**src/rtl/osur_pkg.sv**
```systemverilog
// Shared types and constants for the optical sample unpack ring.
// No dependencies; imported by the ring, skid and top-level modules.
package osur_pkg;

  localparam int unsigned STORE_DEPTH_DEFAULT = 16;

  localparam int unsigned BYTE_W    = 8;
  localparam int unsigned SAMPLE_W  = 18;
  localparam int unsigned COUNT_W   = 4;
  localparam int unsigned PARTIAL_W = 40;  // five bytes held before the sixth arrives

  localparam logic [2:0] LAST_BYTE_POS     = 3'd5;  // sixth byte closes a record
  localparam logic [2:0] BURST_MAX_RECORDS = 3'd5;  // 30 bytes per burst

  // request kinds on the input side
  localparam logic KIND_BYTE = 1'b0;
  localparam logic KIND_POP  = 1'b1;

  typedef struct packed {
    logic                stored;
    logic [SAMPLE_W-1:0] red;
    logic [SAMPLE_W-1:0] ir;
    logic [COUNT_W-1:0]  count;
  } result_t;

endpackage

```
**src/rtl/osur_ram.sv**
```systemverilog
// Generic single-write, single-read RAM with registered read data.
// Self-contained; no package dependency.
module osur_ram #(
  parameter int unsigned WIDTH = 36,
  parameter int unsigned DEPTH = 16
) (
  input  logic                     clk_i,
  input  logic                     we_i,
  input  logic [$clog2(DEPTH)-1:0] waddr_i,
  input  logic [WIDTH-1:0]         wdata_i,
  input  logic                     re_i,
  input  logic [$clog2(DEPTH)-1:0] raddr_i,
  output logic [WIDTH-1:0]         rdata_o
);

  logic [WIDTH-1:0] mem_q [DEPTH];
  logic [WIDTH-1:0] rdata_q;

  // read returns the old contents on an address collision
  always_ff @(posedge clk_i) begin
    if (we_i) begin
      mem_q[waddr_i] <= wdata_i;
    end
    if (re_i) begin
      rdata_q <= mem_q[raddr_i];
    end
  end

  assign rdata_o = rdata_q;

endmodule

```
**src/rtl/osur_ring.sv**
```systemverilog
// Record assembly, ring indexes and sample store, with one result stage.
// Depends on osur_pkg and osur_ram.
module osur_ring #(
  parameter int unsigned STORE_DEPTH = osur_pkg::STORE_DEPTH_DEFAULT
) (
  input  logic                       clk_i,
  input  logic                       rst_ni,
  input  logic                       in_valid_i,
  output logic                       in_ready_o,
  input  logic                       kind_i,
  input  logic [osur_pkg::BYTE_W-1:0] data_byte_i,
  input  logic                       burst_start_i,
  output logic                       out_valid_o,
  input  logic                       out_ready_i,
  output osur_pkg::result_t          out_o
);
  import osur_pkg::*;

  localparam int unsigned IDX_W = $clog2(STORE_DEPTH);
  localparam int unsigned REC_W = 2 * SAMPLE_W;

  function automatic logic [IDX_W-1:0] idx_inc(input logic [IDX_W-1:0] idx);
    return (idx == IDX_W'(STORE_DEPTH - 1)) ? '0 : idx + IDX_W'(1);
  endfunction

  function automatic logic [IDX_W-1:0] ring_cnt(input logic [IDX_W-1:0] head,
                                                input logic [IDX_W-1:0] tail);
    logic [IDX_W:0] diff;
    diff = {1'b0, head} + ((head < tail) ? (IDX_W+1)'(STORE_DEPTH) : '0) - {1'b0, tail};
    return diff[IDX_W-1:0];
  endfunction

  logic [2:0]           pos_q, pos_d, pos_v;
  logic [PARTIAL_W-1:0] part_q, part_d, part_v;
  logic [2:0]           brec_q, brec_d, brec_v;
  logic [IDX_W-1:0]     head_q, head_d;
  logic [IDX_W-1:0]     tail_q, tail_d;
  logic                 accept;
  logic                 wr_en;
  logic [PARTIAL_W+BYTE_W-1:0] full_rec;
  logic [REC_W-1:0]     wr_data;
  logic [IDX_W-1:0]     raddr;
  logic [IDX_W-1:0]     cnt_before, cnt_after;
  logic [REC_W-1:0]     ram_rdata;

  logic                 s1_valid_q;
  logic [IDX_W-1:0]     s1_cnt_q;
  logic                 s1_stored_q;
  logic                 s1_byp_q;
  logic [REC_W-1:0]     s1_byp_data_q;
  logic [REC_W-1:0]     s1_rec;
  logic [IDX_W+COUNT_W-1:0] cnt_ext;

  assign in_ready_o = !s1_valid_q || out_ready_i;
  assign accept     = in_valid_i && in_ready_o;

  assign full_rec = {part_v, data_byte_i};
  assign wr_data  = {full_rec[SAMPLE_W+23:24], full_rec[SAMPLE_W-1:0]};

  always_comb begin
    // burst start restarts assembly before the byte is used
    if (kind_i == KIND_BYTE && burst_start_i) begin
      pos_v  = '0;
      part_v = '0;
      brec_v = '0;
    end else begin
      pos_v  = pos_q;
      part_v = part_q;
      brec_v = brec_q;
    end
    cnt_before = ring_cnt(head_q, tail_q);
    pos_d  = pos_q;
    part_d = part_q;
    brec_d = brec_q;
    head_d = head_q;
    tail_d = tail_q;
    wr_en  = 1'b0;
    if (kind_i == KIND_BYTE) begin
      pos_d  = pos_v;
      part_d = part_v;
      brec_d = brec_v;
      if (brec_v < BURST_MAX_RECORDS) begin
        if (pos_v < LAST_BYTE_POS) begin
          part_d = {part_v[PARTIAL_W-BYTE_W-1:0], data_byte_i};
          pos_d  = pos_v + 3'd1;
        end else begin
          head_d = idx_inc(head_q);
          wr_en  = 1'b1;
          pos_d  = '0;
          part_d = '0;
          brec_d = brec_v + 3'd1;
        end
      end
    end else if (kind_i == KIND_POP && cnt_before != '0) begin
      tail_d = idx_inc(tail_q);
    end
    cnt_after = ring_cnt(head_d, tail_d);
    raddr     = idx_inc(tail_d);
  end

  osur_ram #(
    .WIDTH (REC_W),
    .DEPTH (STORE_DEPTH)
  ) u_store (
    .clk_i   (clk_i),
    .we_i    (accept && wr_en),
    .waddr_i (head_d),
    .wdata_i (wr_data),
    .re_i    (accept),
    .raddr_i (raddr),
    .rdata_o (ram_rdata)
  );

  always_ff @(posedge clk_i or negedge rst_ni) begin
    if (!rst_ni) begin
      pos_q      <= '0;
      part_q     <= '0;
      brec_q     <= '0;
      head_q     <= '0;
      tail_q     <= '0;
      s1_valid_q <= 1'b0;
    end else begin
      if (accept) begin
        pos_q  <= pos_d;
        part_q <= part_d;
        brec_q <= brec_d;
        head_q <= head_d;
        tail_q <= tail_d;
      end
      if (in_ready_o) begin
        s1_valid_q <= in_valid_i;
      end
    end
  end

  // result payload, no reset needed
  always_ff @(posedge clk_i) begin
    if (accept) begin
      s1_cnt_q      <= cnt_after;
      s1_stored_q   <= wr_en;
      s1_byp_q      <= wr_en && (head_d == raddr);
      s1_byp_data_q <= wr_data;
    end
  end

  // same-cycle write to the read slot is forwarded
  assign s1_rec  = s1_byp_q ? s1_byp_data_q : ram_rdata;
  assign cnt_ext = {{COUNT_W{1'b0}}, s1_cnt_q};

  always_comb begin
    out_o.stored = s1_stored_q;
    out_o.count  = cnt_ext[COUNT_W-1:0];
    if (s1_cnt_q != '0) begin
      out_o.ir  = s1_rec[REC_W-1:SAMPLE_W];
      out_o.red = s1_rec[SAMPLE_W-1:0];
    end else begin
      out_o.ir  = '0;
      out_o.red = '0;
    end
  end

  assign out_valid_o = s1_valid_q;

endmodule

```
**src/rtl/osur_skid.sv**
```systemverilog
// Two-entry skid buffer on the result side; ready toward the ring is registered.
// Depends on osur_pkg for the result type.
module osur_skid (
  input  logic              clk_i,
  input  logic              rst_ni,
  input  logic              in_valid_i,
  output logic              in_ready_o,
  input  osur_pkg::result_t in_data_i,
  output logic              out_valid_o,
  input  logic              out_ready_i,
  output osur_pkg::result_t out_data_o
);
  import osur_pkg::*;

  logic    out_valid_q, spare_valid_q;
  result_t out_data_q, spare_data_q;
  logic    accept_in, load_out;

  assign in_ready_o = !spare_valid_q;
  assign accept_in  = in_valid_i && in_ready_o;
  assign load_out   = !out_valid_q || out_ready_i;

  always_ff @(posedge clk_i or negedge rst_ni) begin
    if (!rst_ni) begin
      out_valid_q   <= 1'b0;
      spare_valid_q <= 1'b0;
    end else if (load_out) begin
      out_valid_q   <= spare_valid_q || accept_in;
      spare_valid_q <= 1'b0;
    end else if (accept_in) begin
      spare_valid_q <= 1'b1;
    end
  end

  always_ff @(posedge clk_i) begin
    if (load_out) begin
      out_data_q <= spare_valid_q ? spare_data_q : in_data_i;
    end else if (accept_in) begin
      spare_data_q <= in_data_i;
    end
  end

  assign out_valid_o = out_valid_q;
  assign out_data_o  = out_data_q;

endmodule

```
**src/rtl/optical_sample_unpack_ring_core.sv**
```systemverilog
// Top level of the optical sample unpack ring: stream ports around the ring and skid.
// Depends on osur_pkg, osur_ring (with osur_ram) and osur_skid.
//
//   channel  dir  handshake               payload
//   s_axis   in   s_axis_tvalid/tready    tdata: data_byte; tuser: kind, burst_start
//   m_axis   out  m_axis_tvalid/tready    tdata: count, ir, red; tuser: record_stored
//
// One request is accepted per cycle while s_axis_tready is high; each produces exactly one result.
// Results reach m_axis through the registered store read, then the skid output
// register. A store write that lands on the slot being read is forwarded.
// Reset clears assembly state and ring indexes; the sample store is not cleared.
// A stalled m_axis fills the two-entry skid, after which s_axis_tready drops.
module optical_sample_unpack_ring_core #(
  parameter int unsigned STORE_DEPTH = osur_pkg::STORE_DEPTH_DEFAULT
) (
  input  logic        clk_i,
  input  logic        rst_ni,
  input  logic        s_axis_tvalid,
  output logic        s_axis_tready,
  input  logic [7:0]  s_axis_tdata,   // [7:0] data_byte
  input  logic [1:0]  s_axis_tuser,   // [0] kind, [1] burst_start
  output logic        m_axis_tvalid,
  input  logic        m_axis_tready,
  output logic [39:0] m_axis_tdata,   // [3:0] waiting_count, [21:4] oldest_ir, [39:22] oldest_red
  output logic [0:0]  m_axis_tuser    // [0] record_stored
);
  import osur_pkg::*;

  logic    ring_valid, skid_ready;
  result_t ring_res, skid_res;

  // assembly, ring pointers, store and read stage
  osur_ring #(
    .STORE_DEPTH (STORE_DEPTH)
  ) u_ring (
    .clk_i         (clk_i),
    .rst_ni        (rst_ni),
    .in_valid_i    (s_axis_tvalid),
    .in_ready_o    (s_axis_tready),
    .kind_i        (s_axis_tuser[0]),
    .data_byte_i   (s_axis_tdata),
    .burst_start_i (s_axis_tuser[1]),
    .out_valid_o   (ring_valid),
    .out_ready_i   (skid_ready),
    .out_o         (ring_res)
  );

  // decouples downstream ready from the input side
  osur_skid u_skid (
    .clk_i       (clk_i),
    .rst_ni      (rst_ni),
    .in_valid_i  (ring_valid),
    .in_ready_o  (skid_ready),
    .in_data_i   (ring_res),
    .out_valid_o (m_axis_tvalid),
    .out_ready_i (m_axis_tready),
    .out_data_o  (skid_res)
  );

  assign m_axis_tdata = {skid_res.red, skid_res.ir, skid_res.count};
  assign m_axis_tuser = skid_res.stored;

endmodule
```
**config.mk**
```make
export PLATFORM = sky130hd
export DESIGN_NAME = optical_sample_unpack_ring_core
export DESIGN_NICKNAME = d
export VERILOG_FILES = /design/src/rtl/osur_pkg.sv /design/src/rtl/osur_ram.sv /design/src/rtl/osur_ring.sv /design/src/rtl/osur_skid.sv /design/src/rtl/optical_sample_unpack_ring_core.sv
export SDC_FILE = /design/constraint.sdc
export NUM_CORES = 1
export LEC_CHECK = 0
export BUFFER_PORTS_ARGS = -buffer_cell sky130_fd_sc_hd__buf_2
export CORE_MARGIN = 8
export CORE_UTILIZATION = 30
export CTS_CLUSTER_DIAMETER = 30
export CTS_CLUSTER_SIZE = 30
export DETAILED_ROUTE_END_ITERATION = 7
export REMOVE_ABC_BUFFERS = 1
export SYNTH_ARGS = -nofsm -noshare
export SYNTH_HDL_FRONTEND = slang
export SYNTH_SLANG_ARGS = --single-unit
```
**constraint.sdc**
```tcl
create_clock -name clk_i -period 6.4 [get_ports clk_i]
set_input_delay 1.28 -clock clk_i [delete_from_list [all_inputs] [get_ports clk_i]]
set_output_delay 1.28 -clock clk_i [all_outputs]
set_load 0.05 [all_outputs]
```
==> Word level (Yosys, flattened, before mapping) <==
Memory sizes are Yosys's and may differ from the RTL's. A register that Yosys moved wholly into a read port is not among the register bits.
Index checks and enable logic that the tools add are counted.
{ "totals": {"ff_bits": 175, "ramBits": 576, "in_bits": 14, "out_inout_bits": 43, "elab_cells": 82, "mem_count": 1} }
{ "classes": {"n_addsub": 9, "n_lt_le_gt_ge": 2, "eq_ne": 4, "muxes": 27, "n_bitwise": 2, "reduce_logical": 17} }
{ "memory_table": {"columns": ["name", "words", "word_bits", "read_ports", "rd_clocked_by_memory_dff", "wr", "line", "rtl"], "rows": [
  ["u_ring.u_store.mem_q", 16, 36, 1, 1, 1, "osur_ram.sv:16", "logic [WIDTH-1:0] mem_q [DEPTH];"]
]} }
{ "ops": {"columns": ["op", "count"], "rows": [
  ["34-bit two-way mux", 3],
  ["36-bit two-way mux", 2],
  ["41-bit two-way mux", 1],
  ["4-bit two-way mux", 8],
  ["3-bit two-way mux", 6],
  ["4-bit by 1-bit adder with 4-bit output (second input constant)", 3],
  ["4-bit equality test (second input constant)", 3],
  ["4-bit adder (second input constant)", 2],
  ["4-bit nonzero test", 2],
  ["4-bit subtractor", 2],
  ["1-bit two-way mux", 7],
  ["3-bit by 1-bit adder with 3-bit output (second input constant)", 2],
  ["1-bit logical AND", 6],
  ["3-bit less-than comparator (second input constant)", 2],
  ["4-bit equality test", 1],
  ["2-bit AND reduction", 2],
  ["1-bit logical NOT", 3],
  ["1-bit logical OR", 3],
  ["1-bit NOT", 2],
  ["2-bit nonzero test", 1]
]} }

==> Longest topological paths before layout <==
{ "logic_depth": {"word_depth": 10, "depth_mapped": 21} }

==> Modules after synthesis <==
Synthesis repeated with hierarchy kept, for this count alone.
{ "hier_totals": {"cells_unflattened": 1482, "area_unflattened_um2": 30500.5} }
{ "by_module_without_submodules": {"columns": ["module", "n_inst", "cells_each", "area_each_um2", "seq_area_each_um2"], "rows": [
  ["osur_ram", 1, 938, 22680.5, 18377.6],
  ["osur_ring", 1, 408, 4591.9, 2487.4],
  ["osur_skid", 1, 136, 3228.1, 2512.4]
]} }

==> Least setup slack after synthesis <==
OpenSTA, ideal clock, no wires.
{ "synth_timing": {"path_type": "input port to flip-flop", "start": "in m_axis_tready", "end": "reg u_skid.spare_data_q[0] (netlist bit) (enable)", "arrival_ns": 5.445, "slack_ns": 0.456, "cell_stages": 2, "path_cell_list": "nand2b_1 -> nor3b_1"} }
{ "synth_via": {"elab_chain_cells": 3} }
{ "synth_lines": {"columns": ["element", "line", "rtl"], "rows": [
  ["from (decl)", "optical_sample_unpack_ring_core.sv:23", "input logic m_axis_tready,"],
  ["1-bit logical OR", "osur_skid.sv:21", "assign load_out = !out_valid_q || out_ready_i;"],
  ["1-bit NOT (no line)", null, null],
  ["2-bit AND reduction (no line)", null, null],
  ["to (signal assigned)", "osur_skid.sv:39", "spare_data_q <= in_data_i;"],
  ["to (decl)", "osur_skid.sv:16", "result_t out_data_q, spare_data_q;"]
]} }
Every way passes these cells.
A chain may end at the register's enable or synchronous reset.

==> Worst setup path after layout <==
{ "layout_timing": {"start": "reg u_ring.tail_q[0]", "end": "reg u_ring.u_store.rdata_q[29] (netlist: u_ring.u_store.rdata_o[29]) (read register of u_ring.u_store.mem_q) (data pin)"} }
{ "layout_via": {"elab_chain_cells": 7, "word_cells_on_any_way": 11, "cone_classes": "add/sub (3); eq/ne (2); mux (4); reduce/logical (2)"} }
{ "layout_lines": {"columns": ["element", "line", "rtl"], "rows": [
  ["from (decl)", "osur_ring.sv:37", "logic [IDX_W-1:0] tail_q, tail_d;"],
  ["from (signal assigned)", "osur_ring.sv:128", "tail_q <= tail_d;"],
  ["4-bit subtractor", "osur_ring.sv:29", "diff = {1'b0, head} + ((head < tail) ? (IDX_W+1)'(STORE_DEPTH) : '0) - {1'b0, tail};"],
  ["4-bit nonzero test", "osur_ring.sv:94", "end else if (kind_i == KIND_POP && cnt_before != '0) begin"],
  ["1-bit logical AND", "osur_ring.sv:94", null],
  ["4-bit two-way mux (*)", "osur_ring.sv:94", null],
  ["4-bit two-way mux (*)", "osur_ring.sv:78", "if (kind_i == KIND_BYTE) begin"],
  ["named net u_ring.tail_d[1]", "osur_ring.sv:37", null],
  ["4-bit by 1-bit adder with 4-bit output or 4-bit equality test (tied branches)", "osur_ring.sv:23", "return (idx == IDX_W'(STORE_DEPTH - 1)) ? '0 : idx + IDX_W'(1);"],
  ["4-bit two-way mux (*)", "osur_ring.sv:23", null],
  ["to (decl)", "osur_ram.sv:17", "logic [WIDTH-1:0] rdata_q;"]
]} }
The timed path passes the listed nets; every way through them passes the cells marked *.

==> run metrics <==
Power Density around 570 nW/um^2; number of global-route vias before repair ~22000; gpl congestion 0.764; Clk pin slew, worst setup/hold paths 0.04 ns; Post-Place Cell Area ~35000 sq um; CTS buffer count ~180; chip height 349 um; area growth from synthesis to layout 24.3%; relative max-transition margin between 20 and 25%; DRC violation count after routing 0; endpoint required time on the critical path ~6.9 ns; kind of capture point of the worst setup path flop; P_leak 14.1 nW; start-to-end type of the worst setup path reg -> reg; Max Cap Violations 0; number of inserted diodes 0; post-detailed-route wirelength per cell 22.0 um; Core ar. 111000 sq um; post-synthesis sequential area ratio 70.1%; insertion delay of the later-clocked pin in the worst-skew pair approximately 0.75 ns; Critical R2R Capture u_ring.u_store.rdata_o[29]$_DFFE_PP_; startpoint of the most critical register-to-register path u_ring.tail_q[0]$_DFFE_PN0P_; top_reg_cell synth edfxtp_1; number of nets in the layout 2443; top post-synthesis cells by area edfxtp_1 (66%), dfrtp_1 (3.8%), mux2i_1 (3.3%); global-route wire length before repair 135000 um; Yosys cell types 63; Global Route Usage Sum 14.2%; count of final hold-check violations 0; cts repair resizes 0; end-of-flow core utilization 37.5%; number of enable-type register cells in the synthesized netlist approximately 740; CTS tree built; Detailed Routing Iterations Pass 1 5; post-detailed-placement half-perimeter wirelength 46700 um; max-slew violations 0; chip width 349 um; maximum count of clock buffers along a single path 3; clock net sink count 787; per-cell via count in the routed design roughly 5.2; Final Routed Wirelength 89100 um; Cells on Worst Hold Path 2; initial antenna violation count 1; cell row count 122; ratio of final minimum period to clock period 80.9%; Synth Cell Area about 33000 sq um; library cell with the largest summed area after synthesis edfxtp_1; maximum vdd drop 0.000702 V; final number of setup-violating endpoints 0; fraction of registers with async set/reset 6.48%; CP Max Fanout 29; Clk Tree Root Cell clkbuf_16; global route overflow 0; R2R setup slack 1.22 ns; top cell types by occurrence after synthesis edfxtp_1 (736), o21ai_0 (191), clkbuf_1 (166); leading cell type by number of instances after synthesis edfxtp_1; worst-case clock skew between 0.06 and 0.07 ns; initial core utilization a little under a third; cell area after layout 41500 sq um; final antenna-violating net count 0; average cell area after synthesis between 10 and 15 sq um; number of standard cells after synthesis 2347; number of buffers added to fix hold violations after cts 0; # Post-CTS Setup Buffers 0; H-tree depth reported by CTS 4; unrepaired setup endpoints after global routing false; total vias in the final route 21180; CP Launch Point u_ring.tail_q[0]$_DFFE_PN0P_; count of input and output buffers 56; FF+latch count, synth ~790; ratio of cells with drive above 1 in the final layout between 15 and 20%; Total Power 0.0238 W; type of origin of the critical path flop; pin count of the biggest net entering global routing 178; arrival time at the worst endpoint 5.71 ns; slew of the pin with the lowest slew margin 1.16 ns; top-level I/O count 57; Hold EP u_skid.out_data_o[15]$_DFFE_PN_; Fmax achieved ~190 MHz; floorplan die area 122000 sq um; Synth Warn # 0; Tightest Hold Check Type reg -> reg; fin crit period 5.18 ns; worst hold start u_skid.spare_data_q[15]$_DFFE_PP_; outcome complete, no violations; Synth top area share 66.2%; number of design-rule violations left by the first detailed-router iteration just under 2000; Worst Reg-to-Reg Cells 14
worst max-delay path by stage:
stage | end | slack [ns]
after CTS | u_ring.u_store.rdata_o[29]$_DFFE_PP_ | 1.26
final | u_ring.u_store.rdata_o[29]$_DFFE_PP_ | 1.22
after global routing | u_ring.u_store.rdata_o[33]$_DFFE_PP_ | 0.87
after global placement | u_ring.u_store.mem_q[1][0]$_DFFE_PP_ | 1.16
after detailed placement | u_ring.u_store.mem_q[8][9]$_DFFE_PP_ | 1.16
after floorplan | u_ring.u_store.rdata_o[0]$_DFFE_PP_ | -10.86
critical path, stage by stage (launching register included):
cell and delay (ns):
dfrtp_1 0.52, ha_1 0.24, inv_1 0.07, fa_1 0.43
nand2b_1 0.17, nor2_1 0.22, o21a_1 0.36, nor2_1 0.10
mux2i_1 0.39, inv_1 0.15, ha_4 0.65, and2_1 0.90
buf_4 0.35, a22oi_1 0.17, a32oi_1 0.25
state kept, by name (all words and copies together) (netlist names):
register and cells:
u_ring.pos_q 3, u_ring.head_q 4, u_ring.u_store.mem_q 576, u_ring.out_valid_o 1, u_ring.brec_q 3, u_ring.part_q 34, u_skid.out_data_o 41, u_skid.spare_data_q 41
u_ring.s1_stored_q 1, u_ring.tail_q 4, u_skid.spare_valid_q 1, u_ring.s1_byp_q 1, u_ring.s1_byp_data_q 36, u_ring.u_store.rdata_o 36, u_skid.out_valid_o 1, u_ring.s1_cnt_q 4
power by group:
group / switching [W] / total [W] / internal [W]
registers: 0.000238 / 0.00674 / 0.00650
logic: 0.00556 / 0.00819 / 0.00263
clock network: 0.00297 / 0.00892 / 0.00595
total: 0.00876 / 0.0238 / 0.0151
cell families (layout without fill, tap and decap cells):
group	after synthesis	in the layout	synth area share (%)
DFF	787	787	70.1
AOI/OAI and AO/OA	726	726	15.6
and+or+nand+nor	464	464	7.14
buffers and inverters	226	445	2.72
muxes	117	117	3.54
xor gates and xnor gates	15	15	0.435
adders and majority gates	12	12	0.465
layer usage:
layer	part of all wire (%)	wire length, um	track usage, %
met5	0.013	12	0
met4	2.2	2000	4.78
met3	5.9	5270	3.30
met2	49	43400	23.6
met1	43	38400	18.3
layout make-up:
| cell class | instances | area (sq um) |
|---|---|---|
| fill | 10352 | 69000 |
| multi-input combinational | 1334 | 9340 |
| clock buffer | 205 | 4570 |
| tap | 1488 | 1860 |
| sequential | 787 | 23400 |
| inverter | 10 | 40.0 |
| timing repair buffer | 108 | 821 |
| clock inverter | 122 | 1470 |
per-stage QoR:
stage / hold slack [ns] / TNS (ns) / worst slack, ns / std cells
6_report: 0.468 / 0 / 1.22 / 4054
5_1_grt: 0.503 / 0 / 0.868 / 4054
4_1_cts: 0.463 / 0 / 1.26 / 4054
3_5_place_dp: 0.479 / 0 / 1.16 / 3727
3_3_place_gp: 0.477 / 0 / 1.16 / 3727
2_1_floorplan: 0.422 / -405.91 / -10.86 / 2131
placed cells by master, fill, tap and decap left out, types with 50 or more instances in the layout:
| cell | Yosys | final |
|---|---|---|
| o2111ai_1 | 72 | 72 |
| a21boi_0 | 73 | 73 |
| nand2_1 | 122 | 121 |
| o211ai_1 | 72 | 72 |
| dfrtp_1 | 51 | 50 |
| mux2i_1 | 110 | 110 |
| nor2b_1 | 75 | 73 |
| buf_2 | 39 | 56 |
| edfxtp_1 | 736 | 736 |
| clkbuf_16 | 0 | 177 |
| o21ai_0 | 191 | 190 |
| nand3_1 | 74 | 73 |
| and3_1 | 74 | 73 |
Note: power is estimated with default switching activity, not from simulation.
